**config.mk**
```make
export PLATFORM = sky130hd
export DESIGN_NAME = first_fit_unit_allocator_unit
export DESIGN_NICKNAME = d
export VERILOG_FILES = /design/src/hw/rtl/ffua_pkg.sv /design/src/hw/rtl/first_fit_unit_allocator_unit.sv /design/src/hw/rtl/ffua_marks.sv /design/src/hw/rtl/ffua_seq.sv
export SDC_FILE = /design/constraint.sdc
export NUM_CORES = 1
export LEC_CHECK = 0
export ABC_AREA = 0
export BUFFER_PORTS_ARGS = -buffer_cell sky130_fd_sc_hd__buf_4
export CORE_MARGIN = 3
export CORE_UTILIZATION = 56
export CTS_CLUSTER_DIAMETER = 40
export DETAILED_ROUTE_END_ITERATION = 10
export PLACE_DENSITY = 0.76
export SLEW_MARGIN = 25
export SYNTH_ARGS = -nofsm -noshare
export SYNTH_HDL_FRONTEND = slang
export SYNTH_SLANG_ARGS = --single-unit
```
**constraint.sdc**
```tcl
create_clock -name clk -period 4.5 [get_ports clk]
set_clock_uncertainty 0.2 [all_clocks]
set_input_delay 0.9 -clock clk [delete_from_list [all_inputs] [get_ports clk]]
set_output_delay 0.9 -clock clk [all_outputs]
set_load 0.005 [all_outputs]
```
**src/hw/rtl/ffua_pkg.sv**
```systemverilog
package ffua_pkg;

    // Default geometry of the managed area.
    localparam int DEF_UNITS_PER_PAGE = 16;
    localparam int DEF_UNIT_BYTES     = 256;
    localparam int DEF_PAGE_COUNT     = 4;

    // Fixed widths of the request and result fields.
    localparam int SIZE_W       = 16;
    localparam int PAGE_FIELD_W = 2;
    localparam int UNIT_FIELD_W = 4;

    // Request commands.
    localparam logic CMD_ALLOC = 1'b0;
    localparam logic CMD_FREE  = 1'b1;

    // Sequencer states.
    typedef enum logic [2:0] {
        ST_IDLE,
        ST_SIZE,
        ST_SCAN,
        ST_FREE,
        ST_DONE
    } ffua_state_t;

    // Updates to the mark store issued by the sequencer.
    typedef struct packed {
        logic set_start;
        logic clr_start;
        logic set_end;
        logic clr_end;
    } mark_ctl_t;

    // One finished result.
    typedef struct packed {
        logic                    ok;
        logic [PAGE_FIELD_W-1:0] got_page;
        logic [UNIT_FIELD_W-1:0] got_unit;
    } result_t;

endpackage

```
**src/hw/rtl/first_fit_unit_allocator_unit.sv**
```systemverilog
// Channel  | Direction | Handshake           | Payload
// request  | in        | in_valid, in_stall  | cmd, size_bytes, page_index, unit_index
// result   | out       | out_valid, out_stall| ok, got_page, got_unit
//
// One request is handled at a time; in_stall stays high while it is being worked on.
// An allocate first checks the size (one unit size added per cycle, up to UNITS_PER_PAGE
// unit sizes), then scans first fit (one unit per cycle, no scan for a bad size, at most
// PAGE_COUNT * UNITS_PER_PAGE units), then hands the result over and goes back to idle;
// a free in range walks the units up to and including the end mark (at most UNITS_PER_PAGE),
// then hands the result over and goes back to idle.
// Reset clears all marks at once; a finished result waits in the output register
// while the next request is already taken in, and a stalled output holds the next one.
module first_fit_unit_allocator_unit #(
    parameter int UNITS_PER_PAGE = ffua_pkg::DEF_UNITS_PER_PAGE,
    parameter int UNIT_BYTES     = ffua_pkg::DEF_UNIT_BYTES,
    parameter int PAGE_COUNT     = ffua_pkg::DEF_PAGE_COUNT
) (
    input  logic                              clk,
    input  logic                              rst_n,
    input  logic                              in_valid,
    output logic                              in_stall,
    input  logic                              cmd,
    input  logic [ffua_pkg::SIZE_W-1:0]       size_bytes,
    input  logic [ffua_pkg::PAGE_FIELD_W-1:0] page_index,
    input  logic [ffua_pkg::UNIT_FIELD_W-1:0] unit_index,
    output logic                              out_valid,
    input  logic                              out_stall,
    output logic                              ok,
    output logic [ffua_pkg::PAGE_FIELD_W-1:0] got_page,
    output logic [ffua_pkg::UNIT_FIELD_W-1:0] got_unit
);
    import ffua_pkg::*;

    localparam int UW = $clog2(UNITS_PER_PAGE);
    localparam int PW = (PAGE_COUNT > 1) ? $clog2(PAGE_COUNT) : 1;

    mark_ctl_t   ctl;
    result_t     res;
    logic [PW-1:0] page;
    logic [UW-1:0] start_unit;
    logic [UW-1:0] cursor;
    logic          start_bit;
    logic          end_bit;
    logic          busy;
    logic          res_valid;
    logic          res_take;
    logic          in_take;

    logic                    out_valid_reg;
    logic                    out_valid_next;
    logic                    ok_reg;
    logic [PAGE_FIELD_W-1:0] got_page_reg;
    logic [UNIT_FIELD_W-1:0] got_unit_reg;

    assign in_stall = busy;
    assign in_take  = in_valid && !busy;
    assign res_take = !out_valid_reg || !out_stall;

    ffua_seq #(
        .UNITS_PER_PAGE (UNITS_PER_PAGE),
        .UNIT_BYTES     (UNIT_BYTES),
        .PAGE_COUNT     (PAGE_COUNT)
    ) u_seq (
        .clk        (clk),
        .rst_n      (rst_n),
        .in_take    (in_take),
        .cmd        (cmd),
        .size_bytes (size_bytes),
        .page_index (page_index),
        .unit_index (unit_index),
        .start_bit  (start_bit),
        .end_bit    (end_bit),
        .ctl        (ctl),
        .page       (page),
        .start_unit (start_unit),
        .cursor     (cursor),
        .busy       (busy),
        .res_valid  (res_valid),
        .res        (res),
        .res_take   (res_take)
    );

    ffua_marks #(
        .UNITS_PER_PAGE (UNITS_PER_PAGE),
        .PAGE_COUNT     (PAGE_COUNT)
    ) u_marks (
        .clk        (clk),
        .rst_n      (rst_n),
        .ctl        (ctl),
        .page       (page),
        .start_unit (start_unit),
        .cursor     (cursor),
        .start_bit  (start_bit),
        .end_bit    (end_bit)
    );

    // The output register is loaded when empty or being emptied this cycle.
    always_comb
    begin
        out_valid_next = out_valid_reg;
        if (res_valid && res_take)
        begin
            out_valid_next = 1'b1;
        end
        else if (!out_stall)
        begin
            out_valid_next = 1'b0;
        end
    end

    always_ff @(posedge clk or negedge rst_n)
    begin
        if (!rst_n)
        begin
            out_valid_reg <= 1'b0;
        end
        else
        begin
            out_valid_reg <= out_valid_next;
        end
    end

    // Result payload.
    always_ff @(posedge clk)
    begin
        if (res_valid && res_take)
        begin
            ok_reg       <= res.ok;
            got_page_reg <= res.got_page;
            got_unit_reg <= res.got_unit;
        end
    end

    assign out_valid = out_valid_reg;
    assign ok        = ok_reg;
    assign got_page  = got_page_reg;
    assign got_unit  = got_unit_reg;

endmodule

```
**src/hw/rtl/ffua_marks.sv**
```systemverilog
module ffua_marks #(
    parameter int UNITS_PER_PAGE = ffua_pkg::DEF_UNITS_PER_PAGE,
    parameter int PAGE_COUNT     = ffua_pkg::DEF_PAGE_COUNT,
    localparam int UW = $clog2(UNITS_PER_PAGE),
    localparam int PW = (PAGE_COUNT > 1) ? $clog2(PAGE_COUNT) : 1
) (
    input  logic                clk,
    input  logic                rst_n,
    input  ffua_pkg::mark_ctl_t ctl,
    input  logic [PW-1:0]       page,
    input  logic [UW-1:0]       start_unit,
    input  logic [UW-1:0]       cursor,
    output logic                start_bit,
    output logic                end_bit
);
    import ffua_pkg::*;

    logic [UNITS_PER_PAGE-1:0] start_reg  [PAGE_COUNT];
    logic [UNITS_PER_PAGE-1:0] end_reg    [PAGE_COUNT];
    logic [UNITS_PER_PAGE-1:0] start_next [PAGE_COUNT];
    logic [UNITS_PER_PAGE-1:0] end_next   [PAGE_COUNT];

    // The marks of the current page at the cursor feed the scan and the free walk.
    assign start_bit = start_reg[page][cursor];
    assign end_bit   = end_reg[page][cursor];

    // A start mark is written at the run's first unit, an end mark at the cursor.
    always_comb
    begin
        start_next = start_reg;
        end_next   = end_reg;
        if (ctl.set_start)
        begin
            start_next[page][start_unit] = 1'b1;
        end
        if (ctl.clr_start)
        begin
            start_next[page][start_unit] = 1'b0;
        end
        if (ctl.set_end)
        begin
            end_next[page][cursor] = 1'b1;
        end
        if (ctl.clr_end)
        begin
            end_next[page][cursor] = 1'b0;
        end
    end

    // Every page starts with all units free.
    always_ff @(posedge clk or negedge rst_n)
    begin
        if (!rst_n)
        begin
            for (int p = 0; p < PAGE_COUNT; p++)
            begin
                start_reg[p] <= '0;
                end_reg[p]   <= '0;
            end
        end
        else
        begin
            start_reg <= start_next;
            end_reg   <= end_next;
        end
    end

endmodule

```
**src/hw/rtl/ffua_seq.sv**
```systemverilog
module ffua_seq #(
    parameter int UNITS_PER_PAGE = ffua_pkg::DEF_UNITS_PER_PAGE,
    parameter int UNIT_BYTES     = ffua_pkg::DEF_UNIT_BYTES,
    parameter int PAGE_COUNT     = ffua_pkg::DEF_PAGE_COUNT,
    localparam int UW = $clog2(UNITS_PER_PAGE),
    localparam int PW = (PAGE_COUNT > 1) ? $clog2(PAGE_COUNT) : 1
) (
    input  logic                              clk,
    input  logic                              rst_n,
    input  logic                              in_take,
    input  logic                              cmd,
    input  logic [ffua_pkg::SIZE_W-1:0]       size_bytes,
    input  logic [ffua_pkg::PAGE_FIELD_W-1:0] page_index,
    input  logic [ffua_pkg::UNIT_FIELD_W-1:0] unit_index,
    input  logic                              start_bit,
    input  logic                              end_bit,
    output ffua_pkg::mark_ctl_t               ctl,
    output logic [PW-1:0]                     page,
    output logic [UW-1:0]                     start_unit,
    output logic [UW-1:0]                     cursor,
    output logic                              busy,
    output logic                              res_valid,
    output ffua_pkg::result_t                 res,
    input  logic                              res_take
);
    import ffua_pkg::*;

    localparam int NW = $clog2(UNITS_PER_PAGE + 1);
    localparam int DW = NW + 1;
    localparam int AW = $clog2(UNITS_PER_PAGE * UNIT_BYTES + 1);
    localparam int CW = (AW > SIZE_W) ? AW : SIZE_W;

    ffua_state_t       state_reg,  state_next;
    logic [SIZE_W-1:0] size_reg,   size_next;
    logic [AW-1:0]     acc_reg,    acc_next;
    logic [NW-1:0]     need_reg,   need_next;
    logic [NW-1:0]     len_reg,    len_next;
    logic [DW-1:0]     depth_reg,  depth_next;
    logic [PW-1:0]     page_reg,   page_next;
    logic [UW-1:0]     cursor_reg, cursor_next;
    logic [UW-1:0]     first_reg,  first_next;
    logic              ok_reg,     ok_next;

    // Step unit: depth, run length and run start for the unit at the cursor.
    logic [DW-1:0] depth_in;
    logic          unit_free;
    logic [NW-1:0] len_in;
    logic [UW-1:0] first_in;
    logic          last_unit;
    logic          last_page;
    logic          in_range;

    assign depth_in  = depth_reg + DW'(start_bit);
    assign unit_free = (depth_in == '0);
    assign len_in    = unit_free ? (len_reg + NW'(1)) : '0;
    assign first_in  = unit_free ? first_reg : (cursor_reg + UW'(1));
    assign last_unit = (cursor_reg == UW'(UNITS_PER_PAGE - 1));
    assign last_page = (page_reg == PW'(PAGE_COUNT - 1));
    assign in_range  = ({{(32 - PAGE_FIELD_W){1'b0}}, page_index} < 32'(PAGE_COUNT))
                    && ({{(32 - UNIT_FIELD_W){1'b0}}, unit_index} < 32'(UNITS_PER_PAGE));

    assign page       = page_reg;
    assign start_unit = first_reg;
    assign cursor     = cursor_reg;
    assign busy       = (state_reg != ST_IDLE);
    assign res.ok       = ok_reg;
    assign res.got_page = PAGE_FIELD_W'(page_reg);
    assign res.got_unit = UNIT_FIELD_W'(first_reg);

    // Next state and mark updates.
    always_comb
    begin
        state_next  = state_reg;
        size_next   = size_reg;
        acc_next    = acc_reg;
        need_next   = need_reg;
        len_next    = len_reg;
        depth_next  = depth_reg;
        page_next   = page_reg;
        cursor_next = cursor_reg;
        first_next  = first_reg;
        ok_next     = ok_reg;
        ctl         = '0;
        res_valid   = 1'b0;

        case (state_reg)
            ST_IDLE:
            begin
                if (in_take)
                begin
                    if (cmd == CMD_ALLOC)
                    begin
                        size_next  = size_bytes;
                        acc_next   = AW'(UNIT_BYTES);
                        need_next  = NW'(1);
                        state_next = ST_SIZE;
                    end
                    else
                    begin
                        ok_next = 1'b1;
                        if (in_range)
                        begin
                            page_next   = PW'(page_index);
                            cursor_next = UW'(unit_index);
                            first_next  = UW'(unit_index);
                            state_next  = ST_FREE;
                        end
                        else
                        begin
                            page_next  = '0;
                            first_next = '0;
                            state_next = ST_DONE;
                        end
                    end
                end
            end

            // Step unit-size multiples (up to a page) until size is met or passed.
            ST_SIZE:
            begin
                if (CW'(acc_reg) == CW'(size_reg))
                begin
                    page_next   = '0;
                    cursor_next = '0;
                    first_next  = '0;
                    depth_next  = '0;
                    len_next    = '0;
                    state_next  = ST_SCAN;
                end
                else if ((CW'(acc_reg) > CW'(size_reg)) ||
                         (need_reg == NW'(UNITS_PER_PAGE)))
                begin
                    ok_next    = 1'b0;
                    page_next  = '0;
                    first_next = '0;
                    state_next = ST_DONE;
                end
                else
                begin
                    acc_next  = acc_reg + AW'(UNIT_BYTES);
                    need_next = need_reg + NW'(1);
                end
            end

            // First-fit scan, one unit per cycle, pages in ascending order.
            ST_SCAN:
            begin
                if (unit_free && (len_in == need_reg))
                begin
                    ctl.set_start = 1'b1;
                    ctl.set_end   = 1'b1;
                    ok_next       = 1'b1;
                    state_next    = ST_DONE;
                end
                else if (last_unit)
                begin
                    cursor_next = '0;
                    first_next  = '0;
                    depth_next  = '0;
                    len_next    = '0;
                    if (last_page)
                    begin
                        ok_next    = 1'b0;
                        page_next  = '0;
                        state_next = ST_DONE;
                    end
                    else
                    begin
                        page_next = page_reg + PW'(1);
                    end
                end
                else
                begin
                    depth_next  = depth_in - DW'(end_bit);
                    len_next    = len_in;
                    first_next  = first_in;
                    cursor_next = cursor_reg + UW'(1);
                end
            end

            // Clear the start mark; walk to the next end mark, if any; clear it.
            ST_FREE:
            begin
                ctl.clr_start = 1'b1;
                if (end_bit || last_unit)
                begin
                    ctl.clr_end = end_bit;
                    page_next   = '0;
                    first_next  = '0;
                    state_next  = ST_DONE;
                end
                else
                begin
                    cursor_next = cursor_reg + UW'(1);
                end
            end

            ST_DONE:
            begin
                res_valid = 1'b1;
                if (res_take)
                begin
                    state_next = ST_IDLE;
                end
            end

            default:
            begin
                state_next = ST_IDLE;
            end
        endcase
    end

    // Sequencer state.
    always_ff @(posedge clk or negedge rst_n)
    begin
        if (!rst_n)
        begin
            state_reg <= ST_IDLE;
        end
        else
        begin
            state_reg <= state_next;
        end
    end

    // Working registers of the current request.
    always_ff @(posedge clk)
    begin
        size_reg   <= size_next;
        acc_reg    <= acc_next;
        need_reg   <= need_next;
        len_reg    <= len_next;
        depth_reg  <= depth_next;
        page_reg   <= page_next;
        cursor_reg <= cursor_next;
        first_reg  <= first_next;
        ok_reg     <= ok_next;
    end

endmodule

```
Yosys cells after proc, flatten, opt, wreduce, memory -nomap -nowiden
Cells that the tools add are included.
{"block": "op_classes", "n_eq_ne": 26, "n_lt_le_gt_ge": 7, "bitwise": 8, "multipliers": 0, "n_addsub": 7, "div_mod_pow": 0, "mux": 90, "shift": 0, "reduce_logical": 27}
{"operator": "64-bit 2-to-1 mux", "n": 4}
{"operator": "64-bit AND", "n": 2}
{"operator": "64-bit NOT", "n": 2}
{"operator": "64-bit bitwise OR", "n": 2}
{"operator": "16-bit 2-to-1 mux", "n": 6}
{"operator": "16-bit binary-select mux with 2-bit select", "n": 2}
{"operator": "16-bit demux with 2-bit select", "n": 2}
{"operator": "13-bit 2-to-1 mux", "n": 4}
{"operator": "4-bit 2-to-1 mux", "n": 12}
{"operator": "5-bit 2-to-1 mux", "n": 8}
{"operator": "4-bit one-hot mux with 4 select lines", "n": 2}
{"operator": "13-bit one-hot mux with 2 select lines", "n": 1}
{"operator": "3-bit 2-to-1 mux", "n": 8}
{"operator": "7-bit AND reduction", "n": 3}
{"operator": "5-bit one-hot mux with 2 select lines", "n": 2}
{"operator": "1-bit 2-to-1 mux", "n": 19}
{"operator": "2-bit 2-to-1 mux", "n": 9}
{"operator": "6-bit 2-to-1 mux", "n": 3}
{"operator": "13-bit by 16-bit == test with 1-bit output", "n": 1}
{"operator": "13-bit by 16-bit > comparator with 1-bit output", "n": 1}
{"operator": "2-bit inequality test, second input constant", "n": 8}
{"operator": "3-bit one-hot mux with 5 select lines", "n": 1}
{"operator": "13-bit by 9-bit adder with 13-bit output, second input constant", "n": 1}
{"operator": "6-bit one-hot mux with 2 select lines", "n": 1}
{"operator": "36 further kinds", "n": 61}
{"block": "word_totals", "mem_bits_rw": 0, "latchBits": 0, "output_inout_bits": 9, "memories": 0, "regBits": 195, "romBits": 0, "wordCells": 187}

Logic depth before layout (Yosys ltp)
{"block": "depth", "ltp_word": 16, "depth_mapped": 19, "mapped_depth_nobuf": 13}

Hierarchy
Synthesis repeated with hierarchy kept, for this count alone.
{"block": "hier_totals", "cells_unflattened": 829, "hier_area_um2": 9036.2}
{"module": "ffua_marks", "seq_area_each_um2": 3203.1, "n_inst": 1, "cells_each": 556, "area_per_inst_um2": 5958.2}
{"module": "ffua_seq", "seq_area_each_um2": 1516.5, "n_inst": 1, "cells_each": 261, "area_per_inst_um2": 2813.9}
{"module": "first_fit_unit_allocator_unit", "seq_area_each_um2": 235.2, "n_inst": 1, "cells_each": 12, "area_per_inst_um2": 264.0}

Worst setup path before layout
Ideal clock, no wire load.
{"block": "synth_timing", "path_kind": "register -> register", "from": "register u_seq.page_reg[0], in the netlist u_seq.page[0]", "to": "register u_seq.first_reg[0], in the netlist u_seq.start_unit[0] (enable)", "n_path_buf": 3, "t_arrival_ps": 4429, "synth_period_minus_slack_ps": 4905, "path_stages_with_launch": 16, "required_time_ps": 4024, "setup_slack_ps": -405, "setup_time_ps": 276, "cell_sequence": "edfxtp_1 -> buf_6 -> buf_4 -> buf_4 -> mux4_2 -> mux4_2 -> mux4_2 -> ha_1 -> ha_1 -> xor2_1 -> nor3_1 -> or4b_4 -> or2_2 -> o21a_1 -> o311ai_0 -> nor2b_1"}
{"block": "synth_between", "elab_chain_cells": 13}
{"element": "start: declaration", "line_no": "ffua_seq.sv:39", "text": "logic [PW-1:0] page_reg, page_next;"}
{"element": "start signal: assignment", "line_no": "ffua_seq.sv:235", "text": "page_reg <= page_next;"}
{"element": "2-bit NOT with 3-bit output (not written as such) *", "line_no": "ffua_marks.sv:24, ffua_marks.sv:25"}
{"element": "16-bit binary-select mux with 2-bit select", "line_no": "ffua_marks.sv:24", "text": "assign start_bit = start_reg[page][cursor];"}
{"element": "16-bit 2-to-1 mux (not written as such) (2 in a row)", "line_no": "ffua_marks.sv:24"}
{"element": "1-bit binary-select mux with 4-bit select", "line_no": "ffua_marks.sv:24"}
{"element": "1-bit 2-to-1 mux (not written as such)", "line_no": "ffua_marks.sv:24"}
{"element": "6-bit by 1-bit adder with 6-bit output", "line_no": "ffua_seq.sv:53", "text": "assign depth_in = depth_reg + DW'(start_bit);"}
{"element": "6-bit logical NOT", "line_no": "ffua_seq.sv:54", "text": "assign unit_free = (depth_in == '0);"}
{"element": "5-bit 2-to-1 mux", "line_no": "ffua_seq.sv:55", "text": "assign len_in = unit_free ? (len_reg + NW'(1)) : '0;"}
{"element": "5-bit == test", "line_no": "ffua_seq.sv:148", "text": "if (unit_free && (len_in == need_reg))"}
{"element": "1-bit logical AND", "line_no": "ffua_seq.sv:148"}
{"element": "2-bit inequality test (no line)"}
{"element": "7-bit AND reduction (no line) *"}
{"element": "end signal: assignment", "line_no": "ffua_seq.sv:237", "text": "first_reg <= first_next;"}
{"element": "end: declaration", "line_no": "ffua_seq.sv:41", "text": "logic [UW-1:0] first_reg, first_next;"}
Every way passes the cells marked *; elsewhere a longest branch is shown, timed or not. The select of a mux whose other input is x is not followed.
A chain may end at the register's enable or synchronous reset.

==> parameters.txt <==
Parameter                              Value

Placed design
  Post-placement setup slack    -205 ps
  IO Port Bufs    35
  Final weighted congestion in routability-driven placement    0.895
  Detailed placement HPWL    14.3 mm

Status
  Failing checks    negative setup slack
  Run status    finished, violations left

Final layout
  Area grow syn2layout    14.1%
  Count of inserted antenna diode cells    0
  Layout cell share with drive strength beyond 1    17.6%
  Fillers    1130
  Final net count    918

Worst setup path
  Worst-path cell chain    buf_12 > clkbuf_16 > mux4_2 > mux4_2 > mux4_2 > ha_4 > ha_4 > xor2_1 > nor3_1 > or4b_4 > nor3_4 > and2_4 > buf_12 > a21oi_1 > a21oi_1
  Category of the worst setup path launch point    register
  Highest net fanout along the worst path    22
  Worst path slowest cell    mux4_2
  Crit path max-delay family    multiplexers
  Required time reported for the critical path endpoint    4660 ps
  Delay contributed by the slowest stage of the critical path    530 ps
  Start-to-end type of the worst setup path    reg -> reg
  Buffers plus inverters on the worst setup path    3
  Depth of the worst register-to-register path    15
  Critical Path Most Common Cell    mux4_2
  Minimum setup slack among reg-to-reg paths    -190 ps
  Critical Path End Type    register
  Arr. time, crit path    4850 ps
  Reg2reg end    u_marks.start_reg[48]
  Worst flop-to-flop path startpoint    u_seq.page[0]

Min path
  Hold wc startpoint    u_seq.ok_reg
  Hold Path Stages    0
  Worst Hold Path EP    ok
  Hold crit path type    reg -> reg

CTS
  Clock-pin transition on the worst setup and hold timing paths    70 ps
  CTS sink count    187
  Worst-Skew Late Latency    440 ps
  Root buffer selected by CTS    clkbuf_16
  Number of buffers created by CTS    17
  Clock tree from TritonCTS    built
  Maximum root-to-sink buffer count    2
  Count of hold buffers inserted by post-cts repair    0
  Number of H-tree levels    4

Synthesis
  Synthesized area divided by synthesized cell count    11.0 sq um
  Synthesized instance count    845
  Distinct cell type count after synthesis    54
  Most used DFF post-synth    dfrtp_1
  Async S/R FF share, synth    70.6%
  Synthesized Nets    893
  Yosys top cell area share    35.5%
  Number of synthesized register bits    187
  Number of enable-type register cells in the synthesized netlist    55
  Warnings, synthesis    0
  Cell type contributing the most total cell area after synthesis    dfrtp_1
  Library cell with the highest instance count after synthesis    a21oi_1
  Register area share after synthesis    53.2%
  Most instantiated cells after synthesis    a21oi_1, dfrtp_1, edfxtp_1
  Synthesized cell area    9310 sq um
  Area contributors post-synth    dfrtp_1, edfxtp_1, a21oi_1, mux4_2, ha_1

Drt
  Initial DRT Pass Iterations    6
  Wire per inst    20.5 um
  Post-route DRC    0
  Number of violations reported at the end of detailed-routing iteration 0    776
  WL final    22.6 mm
  Post-route antenna net violation count    0
  Routed via count divided by cell count    6.40
  Via Count    7030

Floorplan
  Die width    135 um
  I/O pin total    36
  Core area    16100 sq um
  Floorplan die area    18200 sq um
  Die height    135 um
  Std cell rows    46
  Initial Utilization    57.9%

STA
  Tcrit/Tclk final    104%
  Count of final setup violators    145
  Hold Violations, Final    0
  Setup TNS    -14680 ps
  Relative slew margins    41.1%
  Maximum clock frequency    213 MHz
  Worst Tran Pin Value    884 ps
  Crit path setup slack, layout    -191 ps
  Final critical delay including setup and external delays    4690 ps
  Setup repair after global routing missed its margin    yes
  Final Slew Violations    0

Global route
  First-pass GRT wire length    36.3 mm
  Total overflow reported by the global router    0
  Initial antenna violation count    0
  Global Route Usage Sum    25.4%
  Via count of the first global-routing pass    7143
  Pin count of the biggest net entering global routing    69

Job
  Number of maximum-capacitance violations    0

Power and ir drop
  Leakage power figure    0.00463 uW
  Power per Cell Area    553 nW/um^2
  Highest ir drop seen on vdd    0.000340 V
## worst max-delay path by stage
stage	cells after the start	end	startpoint
final	15	u_marks.start_reg[48]	u_seq.page[0]
after global routing	15	u_marks.start_reg[33]	u_seq.page[0]
after CTS	14	u_marks.start_reg[33]	u_seq.page[0]
after detailed placement	14	u_marks.end_reg[7]	u_seq.page[0]
after global placement	14	u_marks.start_reg[0]	u_seq.page[0]
after floorplan	19	u_marks.start_reg[12]	u_seq.page[1]
## area by class of cell
cell class	instances	area, sq um	area share, %
sequential	187	4950	46.7
multi-input combinational	573	4010	37.8
timing repair buffer	70	704	6.64
clock buffer	18	450	4.24
tap	216	270	2.55
clock inverter	14	149	1.40
inverter	21	78.8	0.742
## layer usage
layer | vias up | wire length [um] | GRT usage (%)
met4 | 0 | 463 | 9.90
met2 | 339 | 11500 | 41.9
met1 | 3489 | 9170 | 33.0
met5 | - | 0 | 0
met3 | 44 | 1480 | 5.59
li1 | 3158 | - | -
## cell families (layout without fill, tap and decap cells)
group / after synthesis / count (layout) / synth area share (%)
multiplexers: 49 / 49 / 9.41
buffers and inverters: 85 / 123 / 4.91
XOR/XNOR: 23 / 23 / 2.49
AO/OA/AOI/OAI: 310 / 310 / 17.8
flip-flops: 187 / 187 / 53.2
AND/OR/NAND/NOR: 170 / 170 / 9.28
adder cells (fa/ha/maj): 21 / 21 / 2.82
## through the flow
stage          hold slack, ps  instances  cell area (sq um)  util, %  power [uW]
6_report                  224       1099              10600     66.1        5870
3_3_place_gp              201       1061               9760     60.8        4110
5_1_grt                   235       1099              10600     66.1        6160
2_1_floorplan             200        845               9370        -        3640
3_5_place_dp              205       1061               9760     60.8        4180
4_1_cts                   224       1094              10400     64.9        5740
## what timing repair did
| item | CTS | global route |
|---|---|---|
| setup buffers | 1 | 3 |
| endpoints found under the setup margin | 141 | 150 |
| gates cloned | 0 | 2 |
| resized for setup | 17 | 26 |
| pin swaps | 2 | 4 |
## placed cells by master, fill, tap and decap left out, types with 18 or more instances in the layout
cell type  instances
ha_1              19
mux4_2            23
buf_4             54
a21oi_1          254
mux2i_1           20
edfxtp_1          55
dfrtp_1          132
nand2_1           32
nor2_1            47
inv_1             18
clkbuf_16         20
## power by group
group	internal [uW]	total, uW	switching [uW]
clock network	818	1510	694
registers	2040	2280	246
logic	813	2070	1260
Power figures use the tool's default switching activity.
